<file path="config.mk">
export PLATFORM = sky130hd
export DESIGN_NAME = sample_rate_pitch_word_calc_top
export DESIGN_NICKNAME = d
export VERILOG_FILES = /design/src/hw/rtl/srpw_pkg.sv /design/src/hw/rtl/sample_rate_pitch_word_calc_top.sv /design/src/hw/rtl/srpw_front.sv /design/src/hw/rtl/srpw_fifo.sv /design/src/hw/rtl/srpw_back.sv
export SDC_FILE = /design/constraint.sdc
export NUM_CORES = 2
export LEC_CHECK = 0
export BUFFER_PORTS_ARGS = -buffer_cell sky130_fd_sc_hd__buf_2
export CORE_ASPECT_RATIO = 2
export CORE_MARGIN = 1
export CORE_UTILIZATION = 54
export CTS_CLUSTER_DIAMETER = 150
export CTS_CLUSTER_SIZE = 20
export DETAILED_ROUTE_END_ITERATION = 6
export MAX_ROUTING_LAYER = met4
export PLACE_DENSITY = 0.72
export SYNTH_ARGS = -nofsm -noshare
export SYNTH_HDL_FRONTEND = slang
export SYNTH_SLANG_ARGS = --single-unit
</file>
<file path="constraint.sdc">
create_clock -name clk -period 23.4 [get_ports clk]
set_input_delay 1.17 -clock clk [delete_from_list [all_inputs] [get_ports clk]]
set_output_delay 1.17 -clock clk [all_outputs]
set_load 0.03 [all_outputs]
</file>
<file path="src/hw/rtl/srpw_pkg.sv">
// Shared types and constants for the sample rate to pitch word calculator.
package srpw_pkg;

	localparam int unsigned RATE_W      = 16;
	localparam int unsigned PITCH_W     = 15;
	localparam int unsigned BPB_W       = 15;
	localparam int unsigned FNS_W       = 10;
	localparam int unsigned OCT_W       = 5;
	localparam int unsigned OCT_FIELD_W = 4;
	localparam int unsigned OCT_MAX     = 16;
	localparam int unsigned QUO_W       = 12;
	localparam int unsigned BASE_W      = 16;
	localparam int unsigned NUM_W       = RATE_W + FNS_W;
	localparam int unsigned CMP_W       = BASE_W + QUO_W;
	localparam int unsigned DIVX_W      = RATE_W + 1;
	localparam int unsigned RECIP_SHIFT = 24;
	localparam int unsigned RECIP_W     = 19;
	localparam int unsigned PROD_W      = DIVX_W + RECIP_W;

	localparam logic [BASE_W-1:0] SYS_FREQ   = 16'd44100;
	localparam int unsigned       TABLE_SIZE = 256;
	localparam logic [RATE_W-1:0] RATE_LOW_LIM = RATE_W'(44100 / TABLE_SIZE);

	localparam logic [DIVX_W-1:0] FRAMES_PAL  = DIVX_W'(50);
	localparam logic [DIVX_W-1:0] FRAMES_NTSC = DIVX_W'(60);
	localparam logic [RECIP_W-1:0] RECIP_PAL  = RECIP_W'((64'd1 << RECIP_SHIFT) / 50);
	localparam logic [RECIP_W-1:0] RECIP_NTSC = RECIP_W'((64'd1 << RECIP_SHIFT) / 60);

	localparam int unsigned QUEUE_DEPTH_DEF = 4;

	// One classified item as it waits in the queue.
	typedef struct packed {
		logic [NUM_W-1:0]  num;
		logic [BASE_W-1:0] divisor;
		logic [OCT_W-1:0]  oct;
		logic              too_low;
		logic [DIVX_W-1:0] bytes;
		logic              pal;
	} srpw_entry_t;

	// Contents of one divider pipeline stage.
	typedef struct packed {
		logic [NUM_W-1:0]  rem;
		logic [QUO_W-1:0]  quo;
		logic [BASE_W-1:0] divisor;
		logic [OCT_W-1:0]  oct;
		logic              too_low;
		logic [PROD_W-1:0] prod;
		logic [DIVX_W-1:0] bytes;
		logic              pal;
		logic [BPB_W-1:0]  bpb;
	} srpw_stage_t;

endpackage

</file>
<file path="src/hw/rtl/sample_rate_pitch_word_calc_top.sv">
// Sample rate to pitch word calculator, top level.
// Throughput: one item per cycle unless out_stall holds the pipeline; the back end is a 12-stage
// divider pipeline, one quotient bit each. Accepted items pass through the queue, then each stage.
// A 4-entry queue (by default) between front and back absorbs output stalls.
// Reset clears the queue, all pipeline valids and sets region_pal to 0 (60 frames per second).
module sample_rate_pitch_word_calc_top #(
	parameter int unsigned QUEUE_DEPTH = srpw_pkg::QUEUE_DEPTH_DEF
) (
	input  logic                         clk,
	input  logic                         arst_n,
	input  logic                         cfg_valid,
	output logic                         cfg_ready,
	input  logic                         cfg_data,
	input  logic                         in_valid,
	output logic                         in_stall,
	input  logic [srpw_pkg::RATE_W-1:0]  sample_rate,
	input  logic                         is_8bit,
	output logic                         out_valid,
	input  logic                         out_stall,
	output logic [srpw_pkg::PITCH_W-1:0] pitch_word,
	output logic [srpw_pkg::BPB_W-1:0]   frame_bytes,
	output logic                         rate_too_low
);
	import srpw_pkg::*;

	logic        region_pal_q;
	srpw_entry_t entry;
	srpw_entry_t head;
	logic        full;
	logic        empty;
	logic        push;
	logic        pop;

	assign cfg_ready = 1'b1;

	always_ff @(posedge clk or negedge arst_n) begin
		if (!arst_n) begin
			region_pal_q <= 1'b0;
		end else if (cfg_valid && cfg_ready) begin
			region_pal_q <= cfg_data;
		end
	end

	assign in_stall = full;
	assign push     = in_valid && !full;

	srpw_front u_front (
		.sample_rate (sample_rate),
		.is_8bit     (is_8bit),
		.region_pal  (region_pal_q),
		.entry       (entry)
	);

	srpw_fifo #(
		.DEPTH (QUEUE_DEPTH)
	) u_fifo (
		.clk    (clk),
		.arst_n (arst_n),
		.push   (push),
		.wdata  (entry),
		.full   (full),
		.pop    (pop),
		.empty  (empty),
		.rdata  (head)
	);

	srpw_back u_back (
		.clk          (clk),
		.arst_n       (arst_n),
		.head         (head),
		.head_valid   (!empty),
		.pop          (pop),
		.out_valid    (out_valid),
		.out_stall    (out_stall),
		.pitch_word   (pitch_word),
		.frame_bytes  (frame_bytes),
		.rate_too_low (rate_too_low)
	);

endmodule

</file>
<file path="src/hw/rtl/srpw_front.sv">
// Front end: classifies a sample rate into octave, base frequency and divider operands.
module srpw_front (
	input  logic [srpw_pkg::RATE_W-1:0] sample_rate,
	input  logic                        is_8bit,
	input  logic                        region_pal,
	output srpw_pkg::srpw_entry_t       entry
);
	import srpw_pkg::*;

	logic [OCT_W-1:0]  oct;
	logic [BASE_W-1:0] base;
	logic              frac_ok;

	// The quotient 44100/(rate+1) reaches 2^(k-1) exactly when rate is below 44100>>(k-1),
	// so the octave is the highest such k and no division is needed.
	always_comb begin
		oct = '0;
		for (int k = 1; k <= OCT_MAX; k++) begin
			if (sample_rate < BASE_W'(SYS_FREQ >> (k - 1))) begin
				oct = OCT_W'(k);
			end
		end
	end

	assign base    = SYS_FREQ >> oct;
	assign frac_ok = (base != '0) && (sample_rate >= base);

	// When there is no fraction, a zero dividend over a divisor of one yields zero.
	always_comb begin
		entry.divisor = frac_ok ? base : BASE_W'(1);
		entry.num     = frac_ok ? {sample_rate - base, FNS_W'(0)} : '0;
		entry.oct     = oct;
		entry.too_low = sample_rate < RATE_LOW_LIM;
		entry.bytes   = is_8bit ? {1'b0, sample_rate} : {sample_rate, 1'b0};
		entry.pal     = region_pal;
	end

endmodule

</file>
<file path="src/hw/rtl/srpw_fifo.sv">
// Short queue between the classifying front end and the divider back end.
module srpw_fifo #(
	parameter int unsigned DEPTH = srpw_pkg::QUEUE_DEPTH_DEF
) (
	input  logic                  clk,
	input  logic                  arst_n,
	input  logic                  push,
	input  srpw_pkg::srpw_entry_t wdata,
	output logic                  full,
	input  logic                  pop,
	output logic                  empty,
	output srpw_pkg::srpw_entry_t rdata
);
	import srpw_pkg::*;

	localparam int unsigned PTR_W = (DEPTH > 1) ? $clog2(DEPTH) : 1;
	localparam int unsigned CNT_W = $clog2(DEPTH + 1);

	srpw_entry_t       mem_q [DEPTH];
	logic [PTR_W-1:0]  wr_ptr_q;
	logic [PTR_W-1:0]  rd_ptr_q;
	logic [CNT_W-1:0]  count_q;

	assign full  = (count_q == CNT_W'(DEPTH));
	assign empty = (count_q == '0);
	assign rdata = mem_q[rd_ptr_q];

	always_ff @(posedge clk) begin
		if (push) begin
			mem_q[wr_ptr_q] <= wdata;
		end
	end

	always_ff @(posedge clk or negedge arst_n) begin
		if (!arst_n) begin
			wr_ptr_q <= '0;
			rd_ptr_q <= '0;
			count_q  <= '0;
		end else begin
			if (push) begin
				wr_ptr_q <= (wr_ptr_q == PTR_W'(DEPTH - 1)) ? '0 : wr_ptr_q + 1'b1;
			end
			if (pop) begin
				rd_ptr_q <= (rd_ptr_q == PTR_W'(DEPTH - 1)) ? '0 : rd_ptr_q + 1'b1;
			end
			case ({push, pop})
				2'b10:   count_q <= count_q + 1'b1;
				2'b01:   count_q <= count_q - 1'b1;
				default: count_q <= count_q;
			endcase
		end
	end

endmodule

</file>
<file path="src/hw/rtl/srpw_back.sv">
// Back end: pipelined restoring divider for the fraction, frame-rate divide and output stage.
module srpw_back (
	input  logic                         clk,
	input  logic                         arst_n,
	input  srpw_pkg::srpw_entry_t        head,
	input  logic                         head_valid,
	output logic                         pop,
	output logic                         out_valid,
	input  logic                         out_stall,
	output logic [srpw_pkg::PITCH_W-1:0] pitch_word,
	output logic [srpw_pkg::BPB_W-1:0]   frame_bytes,
	output logic                         rate_too_low
);
	import srpw_pkg::*;

	srpw_stage_t      stg_s [QUO_W];
	logic [QUO_W-1:0] vld_s;
	srpw_stage_t      nxt [QUO_W];
	logic             adv;
	logic [OCT_W-1:0] oct_neg;

	// The whole pipeline moves together; the last stage doubles as the output register.
	assign adv = !vld_s[QUO_W-1] || !out_stall;
	assign pop = adv && head_valid;

	for (genvar k = 0; k < QUO_W; k++) begin : g_stage
		srpw_stage_t       cur;
		logic [CMP_W-1:0]  rem_w;
		logic [CMP_W-1:0]  dsh;
		logic [PROD_W-1:0] prod_n;
		logic [BPB_W-1:0]  bpb_n;

		if (k == 0) begin : g_load
			always_comb begin
				cur         = '0;
				cur.rem     = head.num;
				cur.divisor = head.divisor;
				cur.oct     = head.oct;
				cur.too_low = head.too_low;
				cur.bytes   = head.bytes;
				cur.pal     = head.pal;
			end
			assign prod_n = PROD_W'(cur.bytes) * PROD_W'(cur.pal ? RECIP_PAL : RECIP_NTSC);
			assign bpb_n  = cur.bpb;
		end else if (k == 1) begin : g_fix
			logic [BPB_W-1:0]  q0;
			logic [DIVX_W-1:0] frames;
			logic [DIVX_W-1:0] rem_b;

			assign cur    = stg_s[k-1];
			assign prod_n = cur.prod;
			// The reciprocal product undershoots by at most one, so one compare fixes it.
			assign q0     = BPB_W'(cur.prod[PROD_W-1:RECIP_SHIFT]);
			assign frames = cur.pal ? FRAMES_PAL : FRAMES_NTSC;
			assign rem_b  = cur.bytes - DIVX_W'(DIVX_W'(q0) * frames);
			assign bpb_n  = (rem_b >= frames) ? q0 + 1'b1 : q0;
		end else begin : g_chain
			assign cur    = stg_s[k-1];
			assign prod_n = cur.prod;
			assign bpb_n  = cur.bpb;
		end

		// Each stage settles one quotient bit, most significant first.
		always_comb begin
			rem_w    = CMP_W'(cur.rem);
			dsh      = CMP_W'(cur.divisor) << (QUO_W - 1 - k);
			nxt[k]   = cur;
			nxt[k].prod = prod_n;
			nxt[k].bpb  = bpb_n;
			if (rem_w >= dsh) begin
				nxt[k].rem                 = NUM_W'(rem_w - dsh);
				nxt[k].quo[QUO_W - 1 - k]  = 1'b1;
			end
		end

		always_ff @(posedge clk) begin
			if (adv) begin
				stg_s[k] <= nxt[k];
			end
		end
	end

	always_ff @(posedge clk or negedge arst_n) begin
		if (!arst_n) begin
			vld_s <= '0;
		end else if (adv) begin
			vld_s <= {vld_s[QUO_W-2:0], head_valid};
		end
	end

	assign oct_neg      = OCT_W'(0) - stg_s[QUO_W-1].oct;
	assign out_valid    = vld_s[QUO_W-1];
	assign pitch_word   = {oct_neg[OCT_FIELD_W-1:0], 1'b0, stg_s[QUO_W-1].quo[FNS_W-1:0]};
	assign frame_bytes  = stg_s[QUO_W-1].bpb;
	assign rate_too_low = stg_s[QUO_W-1].too_low;

endmodule
</file>
==> run_results.csv <==
group,metric,value,unit
setup_path,startpoint_type,"register",
detailed_routing,dr.pass1.iters,7,
synth,avgSynthCellArea,12.8,sq um
timing,worst_pin_slew,1110,ps
detailed_routing,routed_wl,102000,microns
detailed_routing,via_count,30100,
synth,netlist_instances,4026,
clock_tree,cts_resized,0,
setup_path,crit_path_end_kind,"register",
clock_tree,cts_tree,"yes",
timing,hold_violations,0,
clock_tree,clock_latency,660,ps
setup_path,worst_ep_required_time,23780,ps
clock_tree,cts-root-buf,"clkbuf_16",
setup_path,worstReg2RegEnd,"u_back.stg_s[0][68]$_DFFE_PP_",
final_layout,nets,4705,
worst_hold_path,hold_class,"reg -> reg",
setup_path,crit_path_max_fanout,40,
global_route,grt_first_pass_wirelength,163000,microns
setup_path,rrSetupSlack,15360,ps
timing,skew,34.3,ps
clock_tree,cts_buffers,52,
run_status,status,"complete, but fails checks",
setup_path,regToRegStartpoint,"u_fifo.rd_ptr_q[0]$_DFFE_PN0P_",
die,rows,159,
final_layout,n_antenna_cell,0,
global_route,track_usage,22.5,%
synth,synth-edff-count,905,
final_layout,drive_gt1_share,7.24,%
global_route,grt_max_degree,175,
die,ios,57,
clock_tree,hold_buffers,0,
worst_hold_path,whs_path_depth,0,
placed_design,dp_cells,5231,
clock_tree,clockBufferDepth,3,
die,dieArea,96600,sq um
timing,setup_violations,0,
timing,fin_tns_setup,0,ps
synth,dominantRegCellSynth,"edfxtp_1",
detailed_routing,detail-route-antenna-nets,0,
timing,fin_crit_sh,34.4,%
placed_design,gp_congestion,0.952,
final_layout,final_common_cell,"edfxtp_1",
clock_tree,post_cts.repair.setup_buffers,0,
die,fp.coreArea,94100,sq um
global_route,grt_pass1_vias,32100,
clock_tree,cts.sinks,925,
die,start_util,54.7,%
synth,async_reset_ff_share,2.16,%
synth,synth.top_cell.area_share,52.8,%
final_layout,syn2layout_area_growth,5.80,%
run_status,violations,"design-rule violations",
final_layout,fill_cells,7583,
synth,synth_top_area_cell,"edfxtp_1",
global_route,grt_overflow,0,
clock_tree,path_clk_slew,110,ps
timing,rsz0062_at_grt,"no",
synth,syn_area,51500,sq um
die,die_y,439,microns
worst_hold_path,min_from,"u_back.stg_s[0][328]$_DFFE_PP_",
final_layout,final_cell_mix,"905 x edfxtp_1, 515 x inv_1, 404 x ha_1",
detailed_routing,first_iter_violations,1665,
synth,ys_top_cells_by_area,"edfxtp_1 53%, ha_1 9.8%, fa_1 7.8%",
clock_tree,htree_levels,2,
timing,slew_violations,0,
setup_path,worstRegToRegCells,20,
final_layout,final_cells,5295,
die,die_x,220,microns
placed_design,numPortBuffers,52,
worst_hold_path,min_to,"u_back.stg_s[0][457]$_DFFE_PP_",
synth,synth-seq-cells,925,
synth,ys_types,90,
setup_path,crit_arrival,8430,ps
job,drv_cap,0,
setup_path,critPathKind,"reg -> reg",
synth,yosysWarnings,0,
timing,max_freq,124,MHz
detailed_routing,wl_per_cell,19.3,microns
global_route,antenna_found_initial,1,
placed_design,dp_hpwl,78300,microns
detailed_routing,viasPerCell,5.69,
synth,ys_seq_area_share,53.8,%
timing,finalCriticalPeriod,8040,ps
timing,relSlewSlack,26.3,%
detailed_routing,drc_errors,5,
## routing by layer
layer / up-vias / share of wire (%) / track usage [%] / wire [microns]
li1: 14400 / - / - / -
met1: 14900 / 32 / 19.7 / 32900
met2: 526 / 61 / 46.0 / 62200
met3: 260 / 2.2 / 1.85 / 2290
met4: 0 / 4.9 / 10.3 / 5010
met5: - / 0 / - / 0
## worst max path at each step
| stage | slack, ps | to | startpoint |
|---|---|---|---|
| after floorplan | 880 | u_back.vld_s[10]$_DFFE_PN0P_ | out_stall |
| after global placement | 15320 | u_back.stg_s[0][68]$_DFFE_PP_ | u_fifo.rd_ptr_q[0]$_DFFE_PN0P_ |
| after detailed placement | 15250 | u_back.stg_s[0][68]$_DFFE_PP_ | u_fifo.rd_ptr_q[0]$_DFFE_PN0P_ |
| after CTS | 15240 | u_back.stg_s[0][68]$_DFFE_PP_ | u_fifo.rd_ptr_q[0]$_DFFE_PN0P_ |
| after global routing | 14850 | u_back.stg_s[0][68]$_DFFE_PP_ | u_fifo.rd_ptr_q[0]$_DFFE_PN0P_ |
| final | 15360 | u_back.stg_s[0][68]$_DFFE_PP_ | u_fifo.rd_ptr_q[0]$_DFFE_PN0P_ |
## synthesized netlist by cell type, types with 11 or more instances
library cell and number:
nand2b_1 56, mux2_2 53, or2_2 15, and2_1 31, nand3_1 52, o211ai_1 14, dfrtp_1 20, nor2_1 243
or3_1 27, nor3_1 54, a21oi_1 194, a31oi_1 13, o21ai_1 19, buf_4 32, and3_1 20, a21boi_0 22
mux4_2 53, inv_1 515, o21bai_1 11, fa_1 200, a211oi_1 22, a21o_1 46, o21ai_0 178, nor2b_1 58
nand4_1 39, clkbuf_1 49, nor3b_1 13, buf_2 14, edfxtp_1 905, o31ai_1 33, o21a_1 49, xor2_1 98
nor4_1 23, xnor2_1 93, ha_1 404, nand2_1 216
## registers in the layout, summed over array words and instances, names as in the netlist
signal,flops
u_back.stg_s,685
u_fifo.mem_q,220
u_back.vld_s,12
u_fifo.count_q,3
u_fifo.rd_ptr_q,2
u_fifo.wr_ptr_q,2
region_pal_q,1
## final cells by class
class | count | area, sq um | area share (%)
timing repair buffer | 78 | 480 | 0.882
inverter | 515 | 1930 | 3.55
clock inverter | 5 | 66.3 | 0.122
clock buffer | 59 | 1330 | 2.44
multi-input combinational | 2506 | 21400 | 39.4
sequential | 925 | 27700 | 50.8
tap | 1207 | 1510 | 2.77
## through the flow
stage | setup WS, ps | util, % | area [sq um] | hold WS, ps
3_3_place_gp | 15320 | 56.4 | 53100 | 400
2_1_floorplan | 876 | - | 51500 | 400
5_1_grt | 14850 | 57.9 | 54400 | 417
6_report | 15360 | 57.9 | 54400 | 408
4_1_cts | 15240 | 57.9 | 54400 | 407
3_5_place_dp | 15250 | 56.4 | 53100 | 405
## kinds of logic (layout without fill, tap and decap cells)
kind of cell,Yosys count,count (layout),share of synthesized area (%)
AO/OA/AOI/OAI,689,689,8.44
XOR/XNOR,191,191,3.25
adder cells (fa/ha/maj),604,604,17.6
buffers and inverters,617,657,4.80
flip-flops,925,925,53.8
multiplexers,116,116,3.68
other,2,24,0.0146
AND/OR/NAND/NOR,882,882,8.45
## worst max-delay path, cell delays in order (launching register included)
cell      delay (ps)
dfrtp_4          680
buf_4            690
mux4_2           690
nand2_1          150
inv_1            210
fa_1             470
fa_1             510
fa_1             460
fa_1             590
fa_1             540
fa_1             500
ha_1             320
a21o_1           180
a211o_1          280
a221oi_1         380
a21oi_1          150
nor2_1           270
o211ai_1         170
a31o_2           280
a21oi_1          180
xnor2_1           80
Power is not shown: default switching activity piles up to over one toggle a cycle in this logic, so the estimate is an artifact.
